**config.mk**
```make
export PLATFORM = sky130hd
export DESIGN_NAME = pcm_voice_resample_mixer_flat
export DESIGN_NICKNAME = d
export VERILOG_FILES = /design/src/hw/rtl/pvrm_pkg.sv /design/src/hw/rtl/pvrm_if.sv /design/src/hw/rtl/pvrm_csr.sv /design/src/hw/rtl/pvrm_ctrl.sv /design/src/hw/rtl/pvrm_datapath.sv /design/src/hw/rtl/pcm_voice_resample_mixer.sv /design/src/flat_wrapper.sv
export SDC_FILE = /design/constraint.sdc
export NUM_CORES = 2
export LEC_CHECK = 0
export ABC_AREA = 1
export BUFFER_PORTS_ARGS = -buffer_cell sky130_fd_sc_hd__buf_2
export CAP_MARGIN = 20
export CORE_UTILIZATION = 55
export DETAILED_ROUTE_END_ITERATION = 8
export GPL_TIMING_DRIVEN = 0
export PLACE_DENSITY = 0.75
export SLEW_MARGIN = 0
export SYNTH_ARGS = -nofsm -noshare
export SYNTH_HDL_FRONTEND = slang
export SYNTH_SLANG_ARGS = --single-unit
export TNS_END_PERCENT = 1
```
**constraint.sdc**
```tcl
create_clock -name clock -period 6.9 [get_ports clock]
set_input_delay 1.035 -clock clock [delete_from_list [all_inputs] [get_ports clock]]
set_output_delay 1.035 -clock clock [all_outputs]
set_load 0.005 [all_outputs]
```
**src/hw/rtl/pvrm_pkg.sv**
```systemverilog
// Shared constants, types and register codes for the PCM voice resample mixer.
package pvrm_pkg;

   localparam int FRAME_INDEX_BITS      = 16;
   localparam int MAX_OUTPUTS_PER_FRAME = 16;

   // Only the low sixteen bits of the frame index take part in the compare.
   localparam int IDX_BITS = (FRAME_INDEX_BITS < 16) ? FRAME_INDEX_BITS : 16;
   localparam int CNT_BITS = $clog2(MAX_OUTPUTS_PER_FRAME + 1);
   localparam logic [CNT_BITS-1:0] CNT_LIMIT = CNT_BITS'(MAX_OUTPUTS_PER_FRAME);

   localparam int SAMPLE_BITS   = 16;
   localparam int STEP_BITS     = 20;
   localparam int VOLUME_BITS   = 16;
   localparam int CSR_ADDR_BITS = 5;
   localparam int CSR_DATA_BITS = 32;

   localparam logic signed [8:0]  U8_OFFSET  = 9'sd128;
   localparam logic signed [15:0] SAMPLE_MAX = 16'sd32767;
   localparam logic signed [15:0] SAMPLE_MIN = -16'sd32768;

   typedef enum logic [2:0] {
      REG_ENABLE        = 3'd0,
      REG_SIXTEEN_BIT   = 3'd1,
      REG_STEREO        = 3'd2,
      REG_STEP          = 3'd3,
      REG_VOICE_VOLUME  = 3'd4,
      REG_MASTER_VOLUME = 3'd5
   } reg_index_type;

   typedef struct packed {
      logic                   enable;
      logic                   sixteen_bit;
      logic                   stereo;
      logic [STEP_BITS-1:0]   step;
      logic [VOLUME_BITS-1:0] voice_volume;
      logic [VOLUME_BITS-1:0] master_volume;
   } cfg_type;

   typedef struct packed {
      logic load;    // latch the input item and its mono sample
      logic mul1;    // sample times voice volume
      logic mul2;    // scaled sample times master volume
      logic emit;    // push one result into the output register
      logic finish;  // close the frame: snap position, advance index, or rewind both at buffer end
   } cmd_type;

   typedef struct packed {
      logic enable;
      logic hit;       // another result is due for this frame
      logic out_free;  // output register can take a result this cycle
   } status_type;

endpackage

```
**src/hw/rtl/pvrm_if.sv**
```systemverilog
// Valid/ready channel interfaces for input frames and output samples.
interface pvrm_req_if;
   import pvrm_pkg::*;
   logic                   valid;
   logic                   ready;
   logic [SAMPLE_BITS-1:0] left_raw;
   logic [SAMPLE_BITS-1:0] right_raw;
   logic                   partial;
   logic                   end_of_buffer;

   modport source (output valid, left_raw, right_raw, partial, end_of_buffer, input ready);
   modport sink   (input valid, left_raw, right_raw, partial, end_of_buffer, output ready);
endinterface

interface pvrm_rsp_if;
   import pvrm_pkg::*;
   logic                          valid;
   logic                          ready;
   logic signed [SAMPLE_BITS-1:0] sample;
   logic                          last;

   modport source (output valid, sample, last, input ready);
   modport sink   (input valid, sample, last, output ready);
endinterface

```
**src/hw/rtl/pvrm_csr.sv**
```systemverilog
// APB-style configuration register file.
module pvrm_csr
   import pvrm_pkg::*;
(
   input  logic                     clock,
   input  logic                     reset,
   input  logic                     psel,
   input  logic                     penable,
   input  logic                     pwrite,
   input  logic [CSR_ADDR_BITS-1:0] paddr,
   input  logic [CSR_DATA_BITS-1:0] pwdata,
   output logic [CSR_DATA_BITS-1:0] prdata,
   output logic                     pready,
   output cfg_type                  cfg
);

   cfg_type       cfg_ff;
   cfg_type       cfg_in;
   reg_index_type reg_index;
   logic          write_strobe;

   assign pready       = 1'b1;
   assign write_strobe = psel && penable && pwrite;
   assign reg_index    = reg_index_type'(paddr[CSR_ADDR_BITS-1:2]);

   always_comb begin
      cfg_in = cfg_ff;
      if (write_strobe) begin
         case (reg_index)
            REG_ENABLE:        cfg_in.enable        = pwdata[0];
            REG_SIXTEEN_BIT:   cfg_in.sixteen_bit   = pwdata[0];
            REG_STEREO:        cfg_in.stereo        = pwdata[0];
            REG_STEP:          cfg_in.step          = pwdata[STEP_BITS-1:0];
            REG_VOICE_VOLUME:  cfg_in.voice_volume  = pwdata[VOLUME_BITS-1:0];
            REG_MASTER_VOLUME: cfg_in.master_volume = pwdata[VOLUME_BITS-1:0];
            default:           cfg_in = cfg_ff;
         endcase
      end
   end

   always_ff @(posedge clock) begin
      if (reset) begin
         cfg_ff.enable        <= 1'b0;
         cfg_ff.sixteen_bit   <= 1'b1;
         cfg_ff.stereo        <= 1'b0;
         cfg_ff.step          <= STEP_BITS'(65536);
         cfg_ff.voice_volume  <= VOLUME_BITS'(32768);
         cfg_ff.master_volume <= VOLUME_BITS'(32768);
      end else begin
         cfg_ff <= cfg_in;
      end
   end

   always_comb begin
      case (reg_index)
         REG_ENABLE:        prdata = CSR_DATA_BITS'(cfg_ff.enable);
         REG_SIXTEEN_BIT:   prdata = CSR_DATA_BITS'(cfg_ff.sixteen_bit);
         REG_STEREO:        prdata = CSR_DATA_BITS'(cfg_ff.stereo);
         REG_STEP:          prdata = CSR_DATA_BITS'(cfg_ff.step);
         REG_VOICE_VOLUME:  prdata = CSR_DATA_BITS'(cfg_ff.voice_volume);
         REG_MASTER_VOLUME: prdata = CSR_DATA_BITS'(cfg_ff.master_volume);
         default:           prdata = '0;
      endcase
   end

   assign cfg = cfg_ff;

endmodule

```
**src/hw/rtl/pvrm_ctrl.sv**
```systemverilog
// Sequencing state machine: accept, two multiply steps, emit loop, close-out.
module pvrm_ctrl
   import pvrm_pkg::*;
(
   input  logic       clock,
   input  logic       reset,
   input  logic       req_valid,
   output logic       req_ready,
   input  status_type status,
   output cmd_type    cmd
);

   typedef enum logic [3:0] {
      S_IDLE = 4'b0001,
      S_MUL1 = 4'b0010,
      S_MUL2 = 4'b0100,
      S_EMIT = 4'b1000
   } state_type;

   state_type state_ff;
   state_type state_in;

   always_comb begin
      state_in  = state_ff;
      cmd       = '0;
      req_ready = 1'b0;
      case (state_ff)
         S_IDLE: begin
            req_ready = 1'b1;
            if (req_valid) begin
               cmd.load = 1'b1;
               if (status.enable) begin
                  state_in = S_MUL1;
               end
            end
         end
         S_MUL1: begin
            cmd.mul1 = 1'b1;
            state_in = S_MUL2;
         end
         S_MUL2: begin
            cmd.mul2 = 1'b1;
            state_in = S_EMIT;
         end
         S_EMIT: begin
            if (status.hit) begin
               cmd.emit = status.out_free;
            end else begin
               cmd.finish = 1'b1;
               state_in   = S_IDLE;
            end
         end
         default: begin
            state_in = S_IDLE;
         end
      endcase
   end

   always_ff @(posedge clock) begin
      if (reset) begin
         state_ff <= S_IDLE;
      end else begin
         state_ff <= state_in;
      end
   end

endmodule

```
**src/hw/rtl/pvrm_datapath.sv**
```systemverilog
// Sample decode, two-step gain multiply, saturation, position tracking, output register.
module pvrm_datapath
   import pvrm_pkg::*;
(
   input  logic                          clock,
   input  logic                          reset,
   input  cmd_type                       cmd,
   output status_type                    status,
   input  cfg_type                       cfg,
   input  logic [SAMPLE_BITS-1:0]        req_left_raw,
   input  logic [SAMPLE_BITS-1:0]        req_right_raw,
   input  logic                          req_partial,
   input  logic                          req_end_of_buffer,
   input  logic                          rsp_ready,
   output logic                          rsp_valid,
   output logic signed [SAMPLE_BITS-1:0] rsp_sample,
   output logic                          rsp_last
);

   // Decode of the incoming frame to one mono sample.
   logic signed [8:0]  l8, r8;
   logic signed [9:0]  sum8, adj8, half8;
   logic signed [16:0] sum16, adj16, half16;
   logic signed [15:0] mono_in;
   logic [7:0]         mono8;

   // Gain path.
   logic signed [15:0] sample_ff;
   logic signed [33:0] prod_ff, prod_in;
   logic signed [33:0] biased, shifted;
   logic signed [16:0] a_val;
   logic signed [15:0] sat_val;

   // Position tracking.
   logic [31:0]          pos_ff, pos_in, next_pos;
   logic [IDX_BITS-1:0]  frame_ff, frame_in;
   logic [CNT_BITS-1:0]  count_ff, count_in, count_next;
   logic                 eob_ff;
   logic                 pos_in_frame, next_hit;

   // Output register.
   logic                          out_valid_ff;
   logic signed [SAMPLE_BITS-1:0] out_sample_ff;
   logic                          out_last_ff;

   always_comb begin
      l8     = $signed({1'b0, req_left_raw[7:0]}) - U8_OFFSET;
      r8     = $signed({1'b0, req_right_raw[7:0]}) - U8_OFFSET;
      sum8   = {l8[8], l8} + {r8[8], r8};
      // Halving rounds toward zero: odd negative sums are nudged up first.
      adj8   = sum8 + 10'(sum8[9] & sum8[0]);
      half8  = adj8 >>> 1;
      mono8  = cfg.stereo ? half8[7:0] : l8[7:0];

      sum16  = {req_left_raw[15], req_left_raw} + {req_right_raw[15], req_right_raw};
      adj16  = sum16 + 17'(sum16[16] & sum16[0]);
      half16 = adj16 >>> 1;

      if (req_partial) begin
         mono_in = '0;
      end else if (cfg.sixteen_bit) begin
         mono_in = cfg.stereo ? half16[15:0] : req_left_raw;
      end else begin
         mono_in = {mono8, 8'h00};
      end
   end

   // Divide by 32768 toward zero on whatever product is held.
   always_comb begin
      biased  = prod_ff + (prod_ff[33] ? 34'sd32767 : 34'sd0);
      shifted = biased >>> 15;
      a_val   = shifted[16:0];
      if (shifted > 34'(SAMPLE_MAX)) begin
         sat_val = SAMPLE_MAX;
      end else if (shifted < 34'(SAMPLE_MIN)) begin
         sat_val = SAMPLE_MIN;
      end else begin
         sat_val = shifted[15:0];
      end
   end

   always_comb begin
      prod_in = prod_ff;
      if (cmd.mul1) begin
         prod_in = sample_ff * $signed({1'b0, cfg.voice_volume});
      end else if (cmd.mul2) begin
         prod_in = a_val * $signed({1'b0, cfg.master_volume});
      end
   end

   always_comb begin
      pos_in_frame = (pos_ff[16 +: IDX_BITS] == frame_ff);
      next_pos     = pos_ff + 32'(cfg.step);
      count_next   = count_ff + CNT_BITS'(1);
      next_hit     = (next_pos[16 +: IDX_BITS] == frame_ff) && (count_next < CNT_LIMIT);

      status.enable   = cfg.enable;
      status.hit      = pos_in_frame && (count_ff < CNT_LIMIT);
      status.out_free = !out_valid_ff || rsp_ready;

      pos_in   = pos_ff;
      frame_in = frame_ff;
      count_in = count_ff;
      if (cmd.load) begin
         count_in = '0;
      end
      if (cmd.emit) begin
         pos_in   = next_pos;
         count_in = count_next;
      end
      if (cmd.finish) begin
         if (eob_ff) begin
            pos_in   = '0;
            frame_in = '0;
         end else begin
            // Out of outputs but still inside this frame: jump to the next frame start.
            if (pos_in_frame) begin
               pos_in = {pos_ff[31:16] + 16'd1, 16'h0000};
            end
            frame_in = frame_ff + IDX_BITS'(1);
         end
      end
   end

   always_ff @(posedge clock) begin
      if (reset) begin
         pos_ff       <= '0;
         frame_ff     <= '0;
         count_ff     <= '0;
         out_valid_ff <= 1'b0;
      end else begin
         pos_ff   <= pos_in;
         frame_ff <= frame_in;
         count_ff <= count_in;
         if (cmd.emit) begin
            out_valid_ff <= 1'b1;
         end else if (rsp_ready) begin
            out_valid_ff <= 1'b0;
         end
      end
   end

   always_ff @(posedge clock) begin
      if (cmd.load) begin
         sample_ff <= mono_in;
         eob_ff    <= req_end_of_buffer;
      end
      prod_ff <= prod_in;
      if (cmd.emit) begin
         out_sample_ff <= sat_val;
         out_last_ff   <= !next_hit;
      end
   end

   assign rsp_valid  = out_valid_ff;
   assign rsp_sample = out_sample_ff;
   assign rsp_last   = out_last_ff;

endmodule

```
**src/hw/rtl/pcm_voice_resample_mixer.sv**
```systemverilog
// Top level of the PCM voice resample mixer: channels, register port and assertions.
//
// The req channel carries one source frame per item (left_raw, right_raw, partial,
// end_of_buffer). The frame is reduced to one mono sample, 8-bit unsigned or 16-bit
// signed, with stereo pairs averaged toward zero. The rsp channel carries zero to
// sixteen result items per frame, each a sample scaled by voice volume and then
// master volume (unsigned Q1.15, truncating) and saturated to 16 bits; last marks
// the final result of a frame. A Q16.16 position advances by step per result, and
// results are produced while its integer part matches the current frame index.
// An item that produces n results passes through these steps in order: accept, the
// voice gain multiply, the master gain multiply, emission at one result per cycle
// while the output register can take it, and close-out of the frame. While the
// voice is disabled an item is accepted every cycle and produces nothing. The first
// result is emitted after both multiply steps. The result sits in an output
// register, so the next frame may be accepted while the last result still waits.
// If the receiver stalls, emission holds with the position frozen until the output
// register drains. Synchronous reset returns the position and frame index to zero
// and the registers to their defaults: disabled, 16-bit mono, unity step and gains.
// Registers sit at byte addresses 4*i on the APB-style port; writes take effect at
// the access edge, and should be made only while the block is idle.
module pcm_voice_resample_mixer
   import pvrm_pkg::*;
(
   input  logic                     clock,
   input  logic                     reset,
   pvrm_req_if.sink                 req,
   pvrm_rsp_if.source               rsp,
   input  logic                     psel,
   input  logic                     penable,
   input  logic                     pwrite,
   input  logic [CSR_ADDR_BITS-1:0] paddr,
   input  logic [CSR_DATA_BITS-1:0] pwdata,
   output logic [CSR_DATA_BITS-1:0] prdata,
   output logic                     pready
);

   cfg_type    cfg;
   cmd_type    cmd;
   status_type status;

   pvrm_csr u_csr (
      .clock   (clock),
      .reset   (reset),
      .psel    (psel),
      .penable (penable),
      .pwrite  (pwrite),
      .paddr   (paddr),
      .pwdata  (pwdata),
      .prdata  (prdata),
      .pready  (pready),
      .cfg     (cfg)
   );

   pvrm_ctrl u_ctrl (
      .clock     (clock),
      .reset     (reset),
      .req_valid (req.valid),
      .req_ready (req.ready),
      .status    (status),
      .cmd       (cmd)
   );

   pvrm_datapath u_datapath (
      .clock             (clock),
      .reset             (reset),
      .cmd               (cmd),
      .status            (status),
      .cfg               (cfg),
      .req_left_raw      (req.left_raw),
      .req_right_raw     (req.right_raw),
      .req_partial       (req.partial),
      .req_end_of_buffer (req.end_of_buffer),
      .rsp_ready         (rsp.ready),
      .rsp_valid         (rsp.valid),
      .rsp_sample        (rsp.sample),
      .rsp_last          (rsp.last)
   );

   // A result is only pushed when the output register is empty or being drained.
   assert property (@(posedge clock) disable iff (reset)
      cmd.emit |-> (!rsp.valid || rsp.ready))
      else $error("result pushed over an untaken result");

   // The controller issues at most one datapath command per cycle.
   assert property (@(posedge clock) disable iff (reset)
      $onehot0({cmd.load, cmd.mul1, cmd.mul2, cmd.emit, cmd.finish}))
      else $error("conflicting datapath commands");

   // Closing a frame returns the block to accepting input on the next cycle.
   assert property (@(posedge clock) disable iff (reset)
      cmd.finish |=> req.ready)
      else $error("block not ready after frame close-out");

   // Input is never taken while a frame is still being processed.
   assert property (@(posedge clock) disable iff (reset)
      (cmd.mul1 || cmd.mul2 || cmd.emit) |-> !req.ready)
      else $error("input accepted during frame processing");

endmodule

```
**src/flat_wrapper.sv**
```systemverilog
// flat-port wrapper written by rule: the top's interface ports become plain ports
module pcm_voice_resample_mixer_flat import pvrm_pkg::*;
  (clock, reset, psel, penable, pwrite, paddr, pwdata, prdata, pready, req_valid, req_left_raw, req_right_raw, req_partial, req_end_of_buffer, req_ready, rsp_valid, rsp_sample, rsp_last, rsp_ready);
  pvrm_req_if req_i ();
  pvrm_rsp_if rsp_i ();
  input  logic clock;
  input  logic reset;
  input  logic psel;
  input  logic penable;
  input  logic pwrite;
  input  logic [CSR_ADDR_BITS-1:0] paddr;
  input  logic [CSR_DATA_BITS-1:0] pwdata;
  output logic [CSR_DATA_BITS-1:0] prdata;
  output logic pready;
  input wire logic [$bits(req_i.valid)-1:0] req_valid;
  input wire logic [$bits(req_i.left_raw)-1:0] req_left_raw;
  input wire logic [$bits(req_i.right_raw)-1:0] req_right_raw;
  input wire logic [$bits(req_i.partial)-1:0] req_partial;
  input wire logic [$bits(req_i.end_of_buffer)-1:0] req_end_of_buffer;
  output wire logic [$bits(req_i.ready)-1:0] req_ready;
  output wire logic [$bits(rsp_i.valid)-1:0] rsp_valid;
  output wire logic [$bits(rsp_i.sample)-1:0] rsp_sample;
  output wire logic [$bits(rsp_i.last)-1:0] rsp_last;
  input wire logic [$bits(rsp_i.ready)-1:0] rsp_ready;
  assign req_i.valid = req_valid;
  assign req_i.left_raw = req_left_raw;
  assign req_i.right_raw = req_right_raw;
  assign req_i.partial = req_partial;
  assign req_i.end_of_buffer = req_end_of_buffer;
  assign req_ready = req_i.ready;
  assign rsp_valid = rsp_i.valid;
  assign rsp_sample = rsp_i.sample;
  assign rsp_last = rsp_i.last;
  assign rsp_i.ready = rsp_ready;
  pcm_voice_resample_mixer u_core (.clock(clock), .reset(reset), .req(req_i), .rsp(rsp_i), .psel(psel), .penable(penable), .pwrite(pwrite), .paddr(paddr), .pwdata(pwdata), .prdata(prdata), .pready(pready));
endmodule
```
Yosys cells after proc, flatten, opt, wreduce, memory -nomap -nowiden
Cells that the tools add are included.
Widths: inputs -> output; s select.

storage, ports and cells
  output and inout bits = 52
  memories = 0
  logic and storage cells = 99
  RAM bits = 0
  latch bits = 0
  register bits = 181
  bits in read-only memories = 0

cells by class
  muxes and demuxes = 29
  magnitude comparators = 4
  bitwise gates (word level) = 3
  add/sub/neg operators = 11
  reductions and logical operators = 19
  div/mod/pow operators = 0
  eq/ne operators = 14
  $mul = 2
  shift-type cells = 0

operators by type and width
  kind                   number
  $mux 32                4
  $pmux 20 s6            1
  $mux 34                2
  $mux 16                4
  $add 34x16->34         1
  $mul 17x17->34         1
  $mul 16x17->33         1
  $add 16x1->16 const B  2
  $add 32x20->32         1
  $eq 16x16->1           2
  $gt 19x16->1 const B   1
  $lt 19x16->1 const B   1
  $sub 8x8->9 const B    2
  $add 16x16->17         1
  $add 17x1->17          1
  $pmux 4 s4             1
  $mux 15                1
  $mux 4                 3
  $reduce_and 2->1       6
  $add 9x9->10           1
  $lt 5x5->1 const B     2
  $mux 5                 2
  $add 9x1->9            1
  $mux 1                 9
  21 further kinds       31

Logic depth before layout (Yosys ltp)
  word-level depth = 8
  depth in mapped cells = 40
  mapped depth without buffers = 39

Modules after synthesis
Synthesis repeated with hierarchy kept, for this count alone.

second synthesis, totals
  cell total of the unflattened synthesis = 4486
  area, all modules = 32675.1 um2

modules (own cells, without submodules)
  module         times used  cells each  area each (um2)  sequential area each (um2)
  pvrm_datapath  1           4020        29762.3          3123.0
  pvrm_csr       1           428         2680.1           1101.1
  pvrm_ctrl      1           38          232.7            80.1

Least setup slack after synthesis
No wires, ideal clock.

  path type = register -> register
  from = register u_core.u_datapath.prod_ff[33]
  to = register u_core.u_datapath.prod_ff[27] (data pin)
  cell stages (with the launch flop) = 34
  setup time = 0.256 ns
  path slack = -0.399 ns
  data required time = 6.644 ns
  path buffers = 0
  data arrival time = 7.043 ns
  cells stage by stage = edfxtp_1 > ha_1 > nand2_1 > nor2_1 > nand4_1 > o21ai_1 > nand2_1 > nand2_4 > nand2_1 > nor2_2 > nand2_1 > xor2_2 > nor2_1 > fa_1 > inv_1 > fa_1 > fa_1 > inv_1 > fa_1 > fa_1 > inv_1 > fa_1 > inv_1 > ha_1 > a21o_1 > a31oi_1 > o21ai_0 > a21oi_1 > inv_1 > nand3_1 > nand2_1 > or2_2 > nand3_1 > nand2_1

between the ends
  cells in the longest elaborated chain, start to end = 5

RTL lines
  what                                     RTL line              source
  start: declaration                       pvrm_datapath.sv:29   logic signed [33:0] prod_ff, prod_in;
  start signal: assignment                 pvrm_datapath.sv:148  prod_ff <= prod_in;
  $mux 15                                  pvrm_datapath.sv:70   biased = prod_ff + (prod_ff[33] ? 34'sd32767 : 34'sd0);
  $add 34x16->34                           pvrm_datapath.sv:70
  $mul 17x17->34                           pvrm_datapath.sv:87   prod_in = a_val * $signed({1'b0, cfg.master_volume});
  $mux 34                                  pvrm_datapath.sv:86   end else if (cmd.mul2) begin
  $mux 34                                  pvrm_datapath.sv:84   if (cmd.mul1) begin
  named net u_core.u_datapath.prod_in[27]  pvrm_datapath.sv:29

The timed path passes the listed nets, and every way through them passes these cells. The select of a mux whose other input is x is not followed.
A chain may end at the register's enable or synchronous reset.

Final worst setup path
  from = register u_core.u_datapath.prod_ff[33]
  to = register u_core.u_datapath.prod_ff[22] (data pin)

Same word-level chain as after synthesis.

==> impl_metrics.tcl <==
set metrics [dict create \
    fp-row-count 88 \
    buffers_from_clock_root_to_sink_at_most 2 \
    cellPowerDensity_nw_per_um2 102.7 \
    yosysWarnings 0 \
    antenna_left 0 \
    drt_pass1_iterations 7 \
    fin_ws_ps -679.9 \
    ff2ff_setup_slack_ps -680 \
    totalPowerFinal_w 0.003744 \
    post_synth_instance_area_um2 32390 \
    netlist_instances 4412 \
    numCtsBuffers 17 \
    portBuffers 101 \
    dpl.hpwl_um 79510 \
    setup_viol 25 \
    number_of_global_route_vias_before_repair 29740 \
    insertedDiodeCount 0 \
    final_nets 5446 \
    power.net_switching_w 0.001509 \
    top_cell_family_by_delay_on_the_critical_path "adder cells" \
    rsz0062_at_grt "yes" \
    hold_path_class "reg -> reg" \
    worstPathBufferInverterCount 7 \
    drtIter0Drc 2650 \
    critical_path_s_most_frequent_cell "nand2_1" \
    cts_root_cell "clkbuf_16" \
    slowest_delay_ps 560 \
    die_boundary_height_um 244.7 \
    hold_viol_final 0 \
    routedWlPerCell_um 18.25 \
    clock_skew_ps 16.90 \
    finalCritPeriodShare 1.099 \
    num_vias 29840 \
    vdd.ir_drop.worst_mv 0.1902 \
    crit_required_ps 7120 \
    worst-r2r-cell-count 36 \
    ys_async_sr_fraction 0 \
    seqPwrFrac 0.308 \
    yosysTopAreaCellShare 0.2936 \
    synth_top_flop_cell "dfxtp_1" \
    library_cell_with_the_highest_instance_count_after_synthesis "nand2_1" \
    grt_usage 0.3352 \
    reg2reg_to "u_core.u_datapath.prod_ff[22]$_DFFE_PN_" \
    finish.cell_count_without_fillers 5405 \
    die-width_um 244.7 \
    final_max_slew_viol_count 0 \
    cts.htree.levels 4 \
    postLayoutCoreUtil 0.6293 \
    pwr-share-clk 0.274 \
    timing.critical_path.fanout_max 10 \
    worstSetupEndpointType "register" \
    drc_errors 0 \
    cts_sinks 181 \
    synth_area_per_cell_um2 7.341 \
    drive_gt1_frac 0.1069 \
    cts_tree "yes" \
    gp_congestion 1.009 \
    yosysTopAreaCell "fa_1" \
    num_io_pins 130 \
    worst_slew_pin_slew_ps 993.8 \
    grt_antenna_before_repair 2 \
    finalHoldWorstSlack_ps 503.7 \
    cp-startpoint "u_core.u_datapath.prod_ff[33]$_DFFE_PN_" \
    power_report.internal_total_w 0.002235 \
    fmax_mhz 131.9 \
    status "finished, violations left" \
    arrival_ps 7800 \
    netlist-cell-type-count 57 \
    synth.yosys.seq_area_share 0.1329 \
    flow.area_growth_from_synthesis_pct 12.52 \
    largest_net_degree_at_the_start_of_global_routing 27 \
    most_frequent_cells_after_synthesis "nand2_1, inv_1, fa_1, nor2_1, ha_1" \
    layout_min_cycle_time_ps 7580 \
    setup_tns_ps -11670 \
    max_slew_margin 0.3355 \
    clock_latency_ps 470 \
    die-area_um2 59860 \
    postSynthRegisterBits 181 \
    critPathLaunchType "register" \
    grt_first_pass_wirelength_um 156300 \
    core-area_um2 57920 \
    origin_of_the_critical_flop_to_flop_path "u_core.u_datapath.prod_ff[33]$_DFFE_PN_" \
    leakage_nw 18.66 \
    totalWireLength_um 98640 \
    cts-hold-fix-buffers 0 \
    fillCellCount 5233 \
    start_util 0.5592 \
    timing.setup.critical_path_class "reg -> reg" \
    grt_overflow_total 0 \
    cp_num_cells 36 \
    violations "negative setup slack" \
    detail_route.vias_per_cell 5.521 \
    cap_violations 0 \
    clock_transition_at_the_registers_of_the_reported_paths_ps 80 \
    synth_enable_flop_cells 68 \
    combinational_power_share 0.418 \
    setup.worst_path.end "u_core.u_datapath.prod_ff[22]$_DFFE_PN_" \
    place_inst 5291 \
    synth.top_cells.by_area "fa_1, nand2_1, inv_1" \
    power_switching_share 0.4030 \
    crit_slowest_cell "fa_1" \
]
-- timing repair --
action                                  CTS  global route
buffers inserted                         51            29
gates resized for setup                 188           105
cloned                                    3             0
pin swaps                                81           109
endpoints found under the setup margin   26            25
hold endpoints to repair                  0             0
-- layout make-up --
type | instances | area, um^2 | share of cell area
buffer | 154 | 703.2 | 0.01929
clock buffer | 19 | 432.9 | 0.01188
multi-input combinational | 3075 | 24720 | 0.6783
inverter | 1014 | 3895 | 0.1069
clock inverter | 13 | 162.7 | 0.004463
sequential | 181 | 4304 | 0.1181
timing repair buffer | 184 | 1270 | 0.03485
tap | 765 | 957.2 | 0.02626
-- layout by cell type (no fill, tap or decap), types with 88 or more instances in the layout --
master	synthesis	layout
a21oi_1	235	219
buf_2	17	117
buf_4	20	88
clkbuf_1	114	112
dfxtp_1	113	113
fa_1	475	464
ha_1	266	238
inv_1	992	962
nand2_1	1014	978
nand3_1	132	127
nor2_1	403	377
o21ai_0	187	162
-- worst reg2reg max path: cells and delay by family (launching register included) --
kind	cells	cell delay (ps)
fa+ha+maj	8	3450
simple gates	14	1370
compound gates	7	1220
buf+inv	7	850
flops	1	440
-- how the worst min path moves through the flow --
stage,from,to,slack [ps],cells past startpoint
final,u_core.u_datapath.count_ff[0]$_SDFFE_PP0P_,u_core.u_datapath.count_ff[0]$_SDFFE_PP0P_,500,1
after floorplan,u_core.u_datapath.count_ff[0]$_SDFFE_PP0P_,u_core.u_datapath.count_ff[0]$_SDFFE_PP0P_,450,1
after detailed placement,u_core.u_datapath.count_ff[0]$_SDFFE_PP0P_,u_core.u_datapath.count_ff[0]$_SDFFE_PP0P_,470,1
after global placement,u_core.u_csr.cfg[54]$_SDFFE_PP0P_,u_core.u_csr.cfg[54]$_SDFFE_PP0P_,460,2
after CTS,u_core.u_datapath.count_ff[0]$_SDFFE_PP0P_,u_core.u_datapath.count_ff[0]$_SDFFE_PP0P_,500,1
after global routing,u_core.u_datapath.count_ff[1]$_SDFFE_PP0P_,u_core.u_datapath.count_ff[1]$_SDFFE_PP0P_,520,2
-- through the flow --
stage               cell area, um^2  setup WS (ps)
CTS                           35850         -514.6
detailed placement            34080          -1676
floorplan                     32580         -304.1
global placement              34040          -1648
finish                        36440         -679.9
global route                  36440         -896.1
-- power groups by stage --
stage,Clock [W],Combinational [W],Sequential (W)
floorplan,0,0.000978,0.00117
global placement,0,0.00136,0.00118
detailed placement,0,0.00138,0.00118
CTS,0.00103,0.00146,0.00115
global route,0.00107,0.00173,0.00116
finish,0.00103,0.00156,0.00115
-- kinds of logic (layout without fill, tap and decap cells) --
kind of cell    count (synthesis)  in the layout  synth area share
xor+xnor                       96             96           0.02897
other cells                     2             13         0.0002319
mux                             3              3         0.0009272
compound gates                529            529           0.09001
fa+ha+maj                     741            741            0.3964
flops                         181            181            0.1329
simple gates                 1691           1693            0.2121
buf+inv                      1169           1384            0.1385
-- flip-flops by register name, indices dropped and copies added, names as in the netlist --
register / cells
u_core.u_csr.cfg: 55
u_core.u_datapath.prod_ff: 34
u_core.u_datapath.pos_ff: 32
u_core.u_datapath.frame_ff: 16
u_core.u_datapath.rsp_sample: 16
u_core.u_datapath.sample_ff: 16
u_core.u_datapath.count_ff: 5
u_core.u_ctrl.state_ff: 4
u_core.u_datapath.eob_ff: 1
u_core.u_datapath.rsp_last: 1
u_core.u_datapath.rsp_valid: 1
-- per-layer routing --
metal	share of wire	GRT usage	routed length (um)
met1	0.40	0.4430	39590
met2	0.45	0.5347	44160
met3	0.11	0.06998	10370
met4	0.046	0.1393	4495
met5	0.00019	0	19
(Power assumes the default switching activity.)
